[src/hdl/cpp_pkg.sv]
// ----------------------------------------------------------------------------
// cpp_pkg
// Shared constants, register codes and helpers for the camera projection block.
// ----------------------------------------------------------------------------
`default_nettype none

package cpp_pkg;

  localparam int unsigned COORD_WIDTH_DEF = 32;
  localparam int unsigned AXIS_WIDTH      = 48;
  localparam int unsigned COMP_WIDTH      = 16;
  localparam int unsigned ZOOM_WIDTH      = 31;
  localparam int unsigned CFG_IDX_WIDTH   = 3;
  localparam int unsigned FIFO_DEPTH      = 2;
  localparam int unsigned CHUNK_WIDTH     = 32;

  localparam logic [AXIS_WIDTH-1:0] RIGHT_AXIS_RST   = 48'h0000_0000_4000;
  localparam logic [AXIS_WIDTH-1:0] UP_AXIS_RST      = 48'h0000_4000_0000;
  localparam logic [AXIS_WIDTH-1:0] FORWARD_AXIS_RST = 48'h4000_0000_0000;
  localparam logic [ZOOM_WIDTH-1:0] ZOOM_RST         = 31'h0001_0000;

  typedef enum logic [CFG_IDX_WIDTH-1:0] {
    REG_VIEW_X       = 3'd0,
    REG_VIEW_Y       = 3'd1,
    REG_VIEW_Z       = 3'd2,
    REG_RIGHT_AXIS   = 3'd3,
    REG_UP_AXIS      = 3'd4,
    REG_FORWARD_AXIS = 3'd5,
    REG_ZOOM         = 3'd6
  } cfg_reg_e;

  function automatic int unsigned max_u(input int unsigned a, input int unsigned b);
    return (a > b) ? a : b;
  endfunction

endpackage

`default_nettype wire

[src/hdl/cpp_fifo.sv]
// ----------------------------------------------------------------------------
// cpp_fifo
// Small register queue between pipeline sections.
// ----------------------------------------------------------------------------
`default_nettype none

module cpp_fifo #(
  parameter int unsigned WIDTH = 8,
  parameter int unsigned DEPTH = cpp_pkg::FIFO_DEPTH
) (
  input  logic             clk_i,
  input  logic             rst_ni,
  input  logic             push_i,
  output logic             full_o,
  input  logic [WIDTH-1:0] data_i,
  input  logic             pop_i,
  output logic             empty_o,
  output logic [WIDTH-1:0] data_o
);
  localparam int unsigned PTR_W = (DEPTH > 1) ? $clog2(DEPTH) : 1;
  localparam int unsigned CNT_W = $clog2(DEPTH + 1);

  logic [WIDTH-1:0] mem_q [DEPTH];
  logic [PTR_W-1:0] wr_ptr_q, wr_ptr_d, rd_ptr_q, rd_ptr_d;
  logic [CNT_W-1:0] cnt_q, cnt_d;
  logic             do_push, do_pop;

  assign full_o  = (cnt_q == CNT_W'(DEPTH));
  assign empty_o = (cnt_q == '0);
  assign do_push = push_i && !full_o;
  assign do_pop  = pop_i && !empty_o;
  assign data_o  = mem_q[rd_ptr_q];

  always_comb begin
    wr_ptr_d = wr_ptr_q;
    rd_ptr_d = rd_ptr_q;
    cnt_d    = cnt_q;
    if (do_push) begin
      wr_ptr_d = (wr_ptr_q == PTR_W'(DEPTH - 1)) ? '0 : wr_ptr_q + PTR_W'(1);
    end
    if (do_pop) begin
      rd_ptr_d = (rd_ptr_q == PTR_W'(DEPTH - 1)) ? '0 : rd_ptr_q + PTR_W'(1);
    end
    if (do_push && !do_pop) begin
      cnt_d = cnt_q + CNT_W'(1);
    end else if (do_pop && !do_push) begin
      cnt_d = cnt_q - CNT_W'(1);
    end
  end

  always_ff @(posedge clk_i or negedge rst_ni) begin
    if (!rst_ni) begin
      wr_ptr_q <= '0;
      rd_ptr_q <= '0;
      cnt_q    <= '0;
    end else begin
      wr_ptr_q <= wr_ptr_d;
      rd_ptr_q <= rd_ptr_d;
      cnt_q    <= cnt_d;
    end
  end

  always_ff @(posedge clk_i) begin
    if (do_push) begin
      mem_q[wr_ptr_q] <= data_i;
    end
  end

endmodule

`default_nettype wire

[config.mk]
export PLATFORM = sky130hd
export DESIGN_NAME = cpp_fifo
export DESIGN_NICKNAME = d
export VERILOG_FILES = /design/src/hdl/cpp_pkg.sv /design/src/hdl/cpp_fifo.sv
export SDC_FILE = /design/constraint.sdc
export NUM_CORES = 1
export LEC_CHECK = 0
export BUFFER_PORTS_ARGS = -buffer_cell sky130_fd_sc_hd__buf_2
export CAP_MARGIN = 20
export CORE_MARGIN = 4
export CORE_UTILIZATION = 30
export CTS_CLUSTER_DIAMETER = 200
export DETAILED_ROUTE_END_ITERATION = 16
export PLACE_DENSITY = 0.49
export REMOVE_ABC_BUFFERS = 1
export SLEW_MARGIN = 20
export SYNTH_ARGS = -nofsm -noshare
export SYNTH_HDL_FRONTEND = slang
export SYNTH_SLANG_ARGS = --single-unit
[constraint.sdc]
create_clock -name clk_i -period 2 [get_ports clk_i]
set_clock_uncertainty 0.2 [all_clocks]
set_input_delay 0.3 -clock clk_i [delete_from_list [all_inputs] [get_ports clk_i]]
set_output_delay 0.3 -clock clk_i [all_outputs]
set_load 0.02 [all_outputs]
==> results of run 1 <==
## kinds of logic (layout without fill, tap and decap cells)
group	after synthesis	in the layout	synth area share
AND/OR/NAND/NOR	6	6	0.03841
adder cells (fa/ha/maj)	1	1	0.01600
AO/OA/AOI/OAI	1	1	0.006394
multiplexers	8	8	0.1152
XOR/XNOR	5	5	0.06561
buffers and inverters	3	37	0.01600
flip-flops	20	20	0.7424
## synthesized netlist by cell type
cell type and count:
inv_1 2, buf_2 1, nor2_1 3, o21ai_1 1
xnor2_1 2, and3_1 1, mux2_1 6, nand2_2 1
xnor2_2 1, nand2b_1 1, ha_1 1, mux2_2 2
edfxtp_1 16, dfrtp_1 4, xor2_1 2
## power by group through the flow
stage	Sequential, mW	Combinational (mW)	Clock, mW
3_5_place_dp	0.687	0.516	0
4_1_cts	0.679	0.528	0.237
3_3_place_gp	0.680	0.511	0
5_1_grt	0.695	0.564	0.249
6_report	0.679	0.516	0.226
2_1_floorplan	0.659	0.368	0
## what timing repair did
item                                   4_1_cts  5_1_grt
endpoints found under the hold margin       20        0
setup endpoints to repair                    0        8
gates resized for setup                      0        1
hold buffers                                 9        0
## area by class of cell
cell class	count	area [um2]	share of cell area
Multi-Input combinational cell	21	188.9	0.1791
Timing Repair Buffer	31	202.7	0.1922
Tap cell	30	37.54	0.03559
Clock buffer	4	36.28	0.03440
Sequential cell	20	581.8	0.5516
Inverter	2	7.507	0.007117
## worst max-delay path by stage
| stage | from | to | cells past startpoint |
|---|---|---|---|
| after global placement | cnt_q[0] | cnt_q[1] | 6 |
| after CTS | rd_ptr_q | data_o[2] | 2 |
| after global routing | rd_ptr_q | data_o[7] | 2 |
| after detailed placement | cnt_q[0] | cnt_q[1] | 6 |
| after floorplan | cnt_q[0] | mem_q[0][0] | 3 |
| final | rd_ptr_q | data_o[2] | 2 |
## metal layers
| metal | wire, um | track usage |
|---|---|---|
| met5 | 0 | 0 |
| met4 | 24 | 0.05825 |
| met3 | 77 | 0.01961 |
| met2 | 647 | 0.1483 |
| met1 | 566 | 0.09218 |
## sequential cells by signal (all words and copies together), names as in the netlist
| register | flops |
|---|---|
| cnt_q | 2 |
| rd_ptr_q | 1 |
| wr_ptr_q | 1 |
| mem_q | 16 |
## worst register-to-register path, cell delays in order (launching register included)
cell,delay [ns]
dfrtp_1,0.46
nand2b_1,0.21
nand2_2,0.12
inv_1,0.05
ha_1,0.30
nor2_1,0.14
xor2_1,0.15
==> impl_results.md, run 1 <==
* Worst path top cell family by delay: flip-flops
* Die X at 59.06 um
* Yosys reg bits at 20
* Critical path arrival at 1.34 ns
* Worst Hold Path EP: wr_ptr_q
* Fin. Hold Viols at 0
* Die height at 59.06 um
* PwrDens at 1348 nW/um2
* Grt ovf at 0
* Unique cell type count in the Yosys netlist at 15
* Worst slack, placed at 0.3160 ns
* Post-detail-place hpwl at 943.4 um
* Layout cells sized above 1 at 0.3974
* Clk pin slew, worst setup/hold paths at 0.11 ns
* RSZ-0062 raised after global routing: false
* Worst Hold Depth at 3
* Final Non-Filler Cells at 108
* # diodes at 0
* Critical-path top delay cell: dfrtp_2
* Most frequent cells in the layout: buf_2 (21), edfxtp_1 (16), dlygate4sd3_1 (9), mux2_1 (6)
* Crit-path max FO at 9
* CP Data Required Time at 1.50 ns
* Nets at 92
* Maximum vdd drop at 0.6414 mV
* Measured slew at the worst slew-check pin at 0.4153 ns
* Reg2Reg Depth at 6
* Worst setup margin at 0.1620 ns
* Reg2reg setup slack at 0.32 ns
* Setup bufs post-CTS at 0
* Top post-synthesis cells by area: edfxtp_1 (61%), dfrtp_1 (13%), mux2_1 (8.6%)
* Dpl cells at 95
* Initial antenna violation count at 0
* Design Power at 1.422 mW
* Flop pwr share at 0.478
* Clock share of power at 0.159
* Fmax at 0.5441 GHz
* Final Hold Slack at 0.08319 ns
* H-tree levels at 1
* Max incr delay on CP at 0.52 ns
* Syn Area/Cell at 17.77 um2
* Psw at 0.4926 mW
* Post-Syn Area at 782.0 um2
* Leakage at 0.4370 nW
* Largest net degree at the start of global routing at 12
* Core area at 2477 um2
* Most common cell after layout, fill and taps aside: buf_2
* Final Cycle Share at 0.9190
* Starting density of the core at 0.3157
* Endpoints failing setup at 0
* Post-placement cell area at 927.1 um2
* Core Util, Final at 0.4258
* Crit start category: register
* First-pass GRT wire length at 2.118 mm
* Sw Ratio at 0.3465
* Synth Instances at 44
* Gate power share at 0.363
* Fillers at 252
* Vias in the first global route at 465
* CTS Buf Count at 3
* TritonRoute pass-1 iters at 2
* Max Cap Viol at 0
* Launch point of the worst reg-to-reg path: cnt_q[0]
* Register area share after synthesis at 0.7424
* Iter 0 DRT Violations at 1
* Worst Hold Class: input port to register
* Status: completed
* Routed Antenna Nets at 0
* TritonCTS Sinks at 20
* IO Pins at 22
* Top cell type's share of synthesized area at 0.6144
* Clock Path Buffers at 2
* Critical path buffers and inverters at 1
* Slew HR at 0.7231
* Yosys warns at 0
* Via count at 460
* Cell-internal power at 0.9290 mW
* # rows at 18
* Setup TNS at 0 ns
* Type of the worst setup path: register to output port
* Shortest period the worst path allows at 1.838 ns
* DRC errors left at 0
* Worst-Skew Late Latency at 0.29 ns
* Final WL at 1.316 mm
* IO Port Bufs at 21
* TritonCTS clock tree: done
* Design area at 1055 um2
* Clock root buffer: clkbuf_4
* Post-synth top area cell: edfxtp_1
* GR Util All Layers at 0.08574
* Gpl congestion at 0.6929
* Critical-path cell list: mux2_2, buf_2
* Hold Crit Start: push_i
* Reg-to-Reg End: cnt_q[1]
* Final Max Slew Viols at 0
* Vias per cell at 4.259
* CP endpoint kind: output port
* Area delta synth->final at 34.88%
* Full die area at 3487 um2
* Avg WL per Cell at 12.19 um
(Power assumes the default switching activity.)
==> inputs of run 2 (changes only) <==
Settings changed: ABC_AREA set to 1.
==> impl_results.md, run 2 <==
* Syn Area/Cell at 11.09 um2 (was 17.77 um2)
* Psw at 0.5750 mW (was 0.4926 mW)
* Most frequent cell after synthesis: nand2_1 (was edfxtp_1)
* Post-synth top flop: edfxtp_1 (unchanged)
* Final WL at 1.442 mm (was 1.316 mm)
* Largest regs: mem_q x16, cnt_q x2 (unchanged)
* Sw Ratio at 0.4027 (was 0.3465)
* Type of the worst setup path: register to output port (unchanged)
* Final Cycle Share at 0.9199 (was 0.9190)
* First-pass GRT wire length at 2.484 mm (was 2.118 mm)
* Leakage at 0.5013 nW (was 0.4370 nW)
* FF/Latch Area at 580.6 um2 (was 581.8 um2)
* Iter 0 DRT Violations at 10 (was 1)
* # rows at 18 (unchanged)
* Area delta synth->final at 31.84% (was 34.88%)
* Clock Path Buffers at 2 (unchanged)
* Largest register by flop count: mem_q (unchanged)
* TritonRoute pass-1 iters at 2 (unchanged)
* Gate power share at 0.414 (was 0.363)
* Worst-Skew Late Latency at 0.29 ns (about the same)
* Slew HR at 0.7473 (was 0.7231)
* Worst slack, placed at 0.3938 ns (was 0.3160 ns)
* Fraction of registers with async set/reset at 0.2000 (unchanged)
* # diodes at 0 (unchanged)
* TritonCTS clock tree: done (unchanged)
* Routed Antenna Nets at 0 (unchanged)
* Grt ovf at 0 (unchanged)
* Most frequent cells in the layout: nand2_1 (33), buf_2 (21), edfxtp_1 (16), dlygate4sd3_1 (9), inv_1 (7) (was buf_2 (21), edfxtp_1 (16), dlygate4sd3_1 (9), mux2_1 (6))
* Most common cell after layout, fill and taps aside: nand2_1 (was buf_2)
* Launch point of the worst reg-to-reg path: cnt_q[0] (unchanged)
* Yosys reg bits at 20 (unchanged)
* Endpoints failing setup at 0 (unchanged)
* Avg WL per Cell at 10.60 um (was 12.19 um)
* Nets at 121 (was 92)
* Post-Syn Area at 809.5 um2 (was 782.0 um2)
* Fin. Hold Viols at 0 (unchanged)
* Fillers at 250 (was 252)
* PwrDens at 1338 nW/um2 (was 1348 nW/um2)
* Vias in the first global route at 586 (was 465)
* Area of the multi-input gates at 193.9 um2 (was 188.9 um2)
* Top post-synthesis cells by count: nand2_1 (33), edfxtp_1 (16), inv_1 (7), dfrtp_1 (4) (was edfxtp_1 (16), mux2_1 (6), dfrtp_1 (4), nor2_1 (3))
* Unique cell type count in the Yosys netlist at 14 (was 15)
* Reg2Reg Depth at 6 (unchanged)
* Setup bufs post-CTS at 0 (unchanged)
* CP endpoint kind: output port (unchanged)
* Core area at 2522 um2 (was 2477 um2)
* RSZ-0062 raised after global routing: false (unchanged)
* Setup TNS at 0 ns (unchanged)
* Full die area at 3593 um2 (was 3487 um2)
* Worst Hold Class: input port to register (unchanged)
* EDFF count, synth at 16 (unchanged)
* Top cell type's share of synthesized area at 0.5935 (was 0.6144)
* Crit-path max FO at 10 (was 9)
* Starting density of the core at 0.3209 (was 0.3157)
* Cell-internal power at 0.8528 mW (was 0.9290 mW)
* Worst Hold Depth at 3 (unchanged)
* Final Max Slew Viols at 0 (unchanged)
* Post-synth top area cell: edfxtp_1 (unchanged)
* Clk pin slew, worst setup/hold paths at 0.11 ns (about the same)
* Worst setup margin at 0.1603 ns (was 0.1620 ns)
* Critical path arrival at 1.34 ns (about the same)
* CTS resizes at 0 (unchanged)
* Status: completed (unchanged)
* Largest net degree at the start of global routing at 11 (was 12)
* Clock root buffer: clkbuf_4 (unchanged)
* Via count at 568 (was 460)
* IO Port Bufs at 21 (unchanged)
* Post-detail-place hpwl at 1.041 mm (was 943.4 um)
* Register area share after synthesis at 0.7172 (was 0.7424)
* Shortest period the worst path allows at 1.840 ns (was 1.838 ns)
* # hold bufs at CTS at 9 (unchanged)
* Flop pwr share at 0.461 (was 0.478)
* CP Launch Point: rd_ptr_q (unchanged)
* Layout cells sized above 1 at 0.2642 (was 0.3974)
* CP Data Required Time at 1.50 ns (about the same)
* Crit start category: register (unchanged)
* DRC errors left at 0 (unchanged)
* Hold Crit Start: pop_i (was push_i)
* H-tree levels at 1 (unchanged)
* Reg2reg setup slack at 0.39 ns (was 0.32 ns)
* Yosys warns at 0 (unchanged)
* Initial antenna violation count at 0 (unchanged)
* Max Cap Viol at 0 (unchanged)
* GR Util All Layers at 0.09528 (was 0.08574)
* Top post-synthesis cells by area: edfxtp_1 (59%), nand2_1 (15%), dfrtp_1 (12%) (was edfxtp_1 (61%), dfrtp_1 (13%), mux2_1 (8.6%))
* TritonCTS Sinks at 20 (unchanged)
* Max FFs per register at 16 (unchanged)
* Vias per cell at 4.176 (was 4.259)
* Measured slew at the worst slew-check pin at 0.3790 ns (was 0.4153 ns)
* Reg-to-Reg End: cnt_q[1] (unchanged)
* Synth Instances at 73 (was 44)
* Worst Hold Path EP: rd_ptr_q (was wr_ptr_q)
* IO Pins at 22 (unchanged)
* Die X at 59.95 um (was 59.06 um)
* Maximum vdd drop at 0.6216 mV (was 0.6414 mV)
* Fmax at 0.5436 GHz (was 0.5441 GHz)
* CTS Buf Count at 3 (unchanged)
* Die height at 59.95 um (was 59.06 um)
* Gpl congestion at 0.7622 (was 0.6929)
* Clock share of power at 0.126 (was 0.159)
-- run 2: worst max-delay path by stage --
stage / to / slack, ns / cells past startpoint
detailed placement: cnt_q[1] / 0.39 / 6
global route: data_o[0] / 0.02 / 4
CTS: data_o[7] / 0.1 / 4
finish: data_o[7] / 0.16 / 4
floorplan: cnt_q[1] / 0.40 / 7
global placement: cnt_q[1] / 0.38 / 6
-- run 2: logic make-up after synthesis --
| logic type | count (synthesis) | synth area share |
|---|---|---|
| AOI/OAI and AO/OA | 2 | 0.01237 |
| xor gates and xnor gates | 1 | 0.01082 |
| adders and majority gates | 1 | 0.01545 |
| buffers and inverters | 9 | 0.04327 |
| DFF | 20 | 0.7172 |
| and+or+nand+nor | 40 | 0.2009 |
-- run 2: worst max-delay path: stages (launching register included) --
cell and delay [ns]:
dfrtp_1 0.58, inv_2 0.17, nand2_1 0.09, nand2_1 0.05
buf_2 0.15
-- run 2: final cells by class --
type / instances / area share
clock buffer: 3 / 0.02110
inverter: 8 / 0.02814
sequential: 20 / 0.5440
timing repair buffer: 31 / 0.1899
multi-input combinational: 44 / 0.1817
tap: 30 / 0.03517
-- run 2: power by group through the flow --
| stage | Combinational (mW) | Clock, mW | Sequential, mW |
|---|---|---|---|
| after floorplan | 0.404 | 0 | 0.647 |
| after global placement | 0.583 | 0 | 0.672 |
| final | 0.591 | 0.179 | 0.658 |
| after detailed placement | 0.590 | 0 | 0.672 |
| after CTS | 0.605 | 0.190 | 0.661 |
| after global routing | 0.673 | 0.204 | 0.679 |
-- run 2: stage by stage --
stage / power (mW) / util / area [um2] / std cells / hold slack [ns]
after floorplan: 1.051 / - / 804.5 / 72 / -0.1956
after global placement: 1.256 / 0.3785 / 954.7 / 124 / -0.08735
after detailed placement: 1.262 / 0.3785 / 954.7 / 124 / -0.08704
after CTS: 1.457 / 0.4231 / 1067 / 136 / 0.03894
after global routing: 1.555 / 0.4231 / 1067 / 136 / 0.06500
final: 1.428 / 0.4231 / 1067 / 136 / 0.04610
-- run 2: metal layers --
| metal | track usage | share of wire | vias up |
|---|---|---|---|
| li1 | - | - | 304 |
| met1 | 0.1211 | 0.47 | 247 |
| met2 | 0.1497 | 0.46 | 15 |
| met3 | 0.02376 | 0.061 | 2 |
| met4 | 0.04747 | 0.0069 | 0 |
| met5 | 0 | 0 | - |
==> inputs of run 3 (changes only) <==
Clock period 2 ns to 2.2 ns, I/O delays scaled along.
==> impl_results.md, run 3 (synthesis results as in run 2) <==
* Status: completed (unchanged)
* Met2 wire length at 623 um (was 669 um)
* Initial antenna violation count at 0 (unchanged)
* First-pass GRT wire length at 2.352 mm (was 2.484 mm)
* CP endpoint kind: output port (unchanged)
* Iter 0 DRT Violations at 8 (was 10)
* Max FFs per register at 16 (unchanged)
* Endpoints failing setup at 0 (unchanged)
* # hold bufs at CTS at 1 (was 9)
* Final Non-Filler Cells at 129 (was 136)
* Via count at 548 (was 568)
* Top layer in use: met4 (unchanged)
* Wl on met1 at 664 um (was 673 um)
* Final Max Slew Viols at 0 (unchanged)
* Clock root buffer: clkbuf_4 (unchanged)
* Clock Path Buffers at 2 (unchanged)
* Routed Antenna Nets at 0 (unchanged)
* Fmax at 0.5416 GHz
* Final Cycle Share at 0.8393
* Dpl cells at 124 (unchanged)
* Slew HR at 0.7625 (was 0.7473)
* Vias per cell at 4.248 (was 4.176)
* Full die area at 3593 um2 (unchanged)
* Fillers at 273 (was 250)
* Largest register by flop count: mem_q (unchanged)
* Layout cells sized above 1 at 0.2929 (was 0.2642)
* Setup bufs post-CTS at 0 (unchanged)
* # rows at 18 (unchanged)
* Gpl congestion at 0.7315 (was 0.7622)
* Area delta synth->final at 23.65% (was 31.84%)
* CP most frequent cell: nand2_1 (unchanged)
* RSZ-0062 raised after global routing: false (unchanged)
* # diodes at 0 (unchanged)
* CTS resizes at 0 (unchanged)
* Final WL at 1.386 mm (was 1.442 mm)
* Critical-path top delay cell: dfrtp_1 (unchanged)
* Avg WL per Cell at 10.74 um (was 10.60 um)
* Die X at 59.95 um (unchanged)
* Worst Hold Class: input port to register (unchanged)
* PwrDens at 1321 nW/um2 (was 1338 nW/um2)
* Post-detail-place hpwl at 1.035 mm (was 1.041 mm)
* TritonCTS Sinks at 20 (unchanged)
* Shortest period the worst path allows at 1.847 ns
* Worst setup margin at 0.3535 ns (was 0.1603 ns)
* Crit-path max FO at 10 (unchanged)
* Crit start category: register (unchanged)
* Clk pin slew, worst setup/hold paths at 0.11 ns (about the same)
* Worst slack, placed at 0.6239 ns (was 0.3938 ns)
* TritonCTS clock tree: done (unchanged)
* IO Port Bufs at 21 (unchanged)
* Met3 wire length at 87 um (was 88 um)
* Die height at 59.95 um (unchanged)
* IO Pins at 22 (unchanged)
* Type of the worst setup path: register to output port (unchanged)
* H-tree levels at 1 (unchanged)
* GR Util All Layers at 0.08993 (was 0.09528)
* Max incr delay on CP at 0.57 ns (was 0.58 ns)
* Leakage at 0.4751 nW (was 0.5013 nW)
* TritonRoute pass-1 iters at 4 (was 2)
* Critical path arrival at 1.32 ns (was 1.34 ns)
* Most frequent cells in the layout: nand2_1 (33), buf_2 (21), edfxtp_1 (16), inv_1 (7), dfrtp_1 (4) (was nand2_1 (33), buf_2 (21), edfxtp_1 (16), dlygate4sd3_1 (9), inv_1 (7))
* Worst path top cell family by delay: flip-flops (unchanged)
* Critical-path cell list: inv_2, nand2_1, nand2_1, buf_2 (unchanged)
* CP Data Required Time at 1.67 ns (was 1.50 ns)
* Nets at 113 (was 121)
* Worst-Skew Late Latency at 0.28 ns (was 0.29 ns)
* Fin. Hold Viols at 0 (unchanged)
* Largest regs: mem_q x16, cnt_q x2 (unchanged)
* Maximum vdd drop at 0.7803 mV (was 0.6216 mV)
* Measured slew at the worst slew-check pin at 0.3563 ns (was 0.3790 ns)
* DRC errors left at 0 (unchanged)
* Max Cap Viol at 0 (unchanged)
* Setup TNS at 0 ns (unchanged)
* Grt ovf at 0 (unchanged)
* Most common cell after layout, fill and taps aside: nand2_1 (unchanged)
* Critical path buffers and inverters at 2 (unchanged)
* Largest net degree at the start of global routing at 12 (was 11)
* Vias in the first global route at 556 (was 586)
* Starting density of the core at 0.3209 (unchanged)
* CTS Buf Count at 3 (unchanged)
* Core area at 2522 um2 (unchanged)
==> run 3: changes by cell type in the layout (fill, tap and decap cells not counted) <==
cell | previous run | this run
dlygate4sd3_1 | 9 | 1
clkbuf_8 | 0 | 1
==> run 3: final timing paths <==
check / to / slack [ns] / start / cells past startpoint
setup / recovery: data_o[2] / 0.35 / rd_ptr_q / 4
hold / removal: mem_q[0][3] / 0.03 / data_i[3] / 1
setup reg to reg: cnt_q[1] / 0.62 / cnt_q[0] / 6
hold reg to reg: wr_ptr_q / 0.29 / wr_ptr_q / 2
max in group asynchronous: wr_ptr_q / 1.51 / rst_ni / 2
min in group asynchronous: cnt_q[0] / 0.16 / rst_ni / 2
==> run 3: final cells by class <==
cell class,count,area [um2],area share
clock buffer,4,36.28,0.03625
multi-input combinational,44,193.9,0.1938
inverter,8,30.03,0.03000
sequential,20,580.6,0.5800
timing repair buffer,23,122.6,0.1225
tap,30,37.54,0.03750
==> run 3: stage by stage <==
| stage | hold slack (ns) | utilization | power, mW | area (um2) |
|---|---|---|---|---|
| floorplan | -0.1656 | - | 0.9558 | 804.5 |
| global placement | -0.04878 | 0.3785 | 1.137 | 954.7 |
| detailed placement | -0.05451 | 0.3785 | 1.143 | 954.7 |
| CTS | 0.01828 | 0.3968 | 1.347 | 1001 |
| global route | 0.01501 | 0.3968 | 1.440 | 1001 |
| finish | 0.02866 | 0.3968 | 1.322 | 1001 |
==> run 3: power breakdown <==
group | internal, mW | switching (mW)
combinational | 0.177 | 0.347
clock | 0.101 | 0.100
sequential | 0.525 | 0.0721
total | 0.803 | 0.519
==> run 3: per-layer routing <==
metal	track usage	up-vias
met5	0	-
met4	0.02848	0
met3	0.03024	2
met2	0.1435	17
met1	0.1144	242
li1	-	287
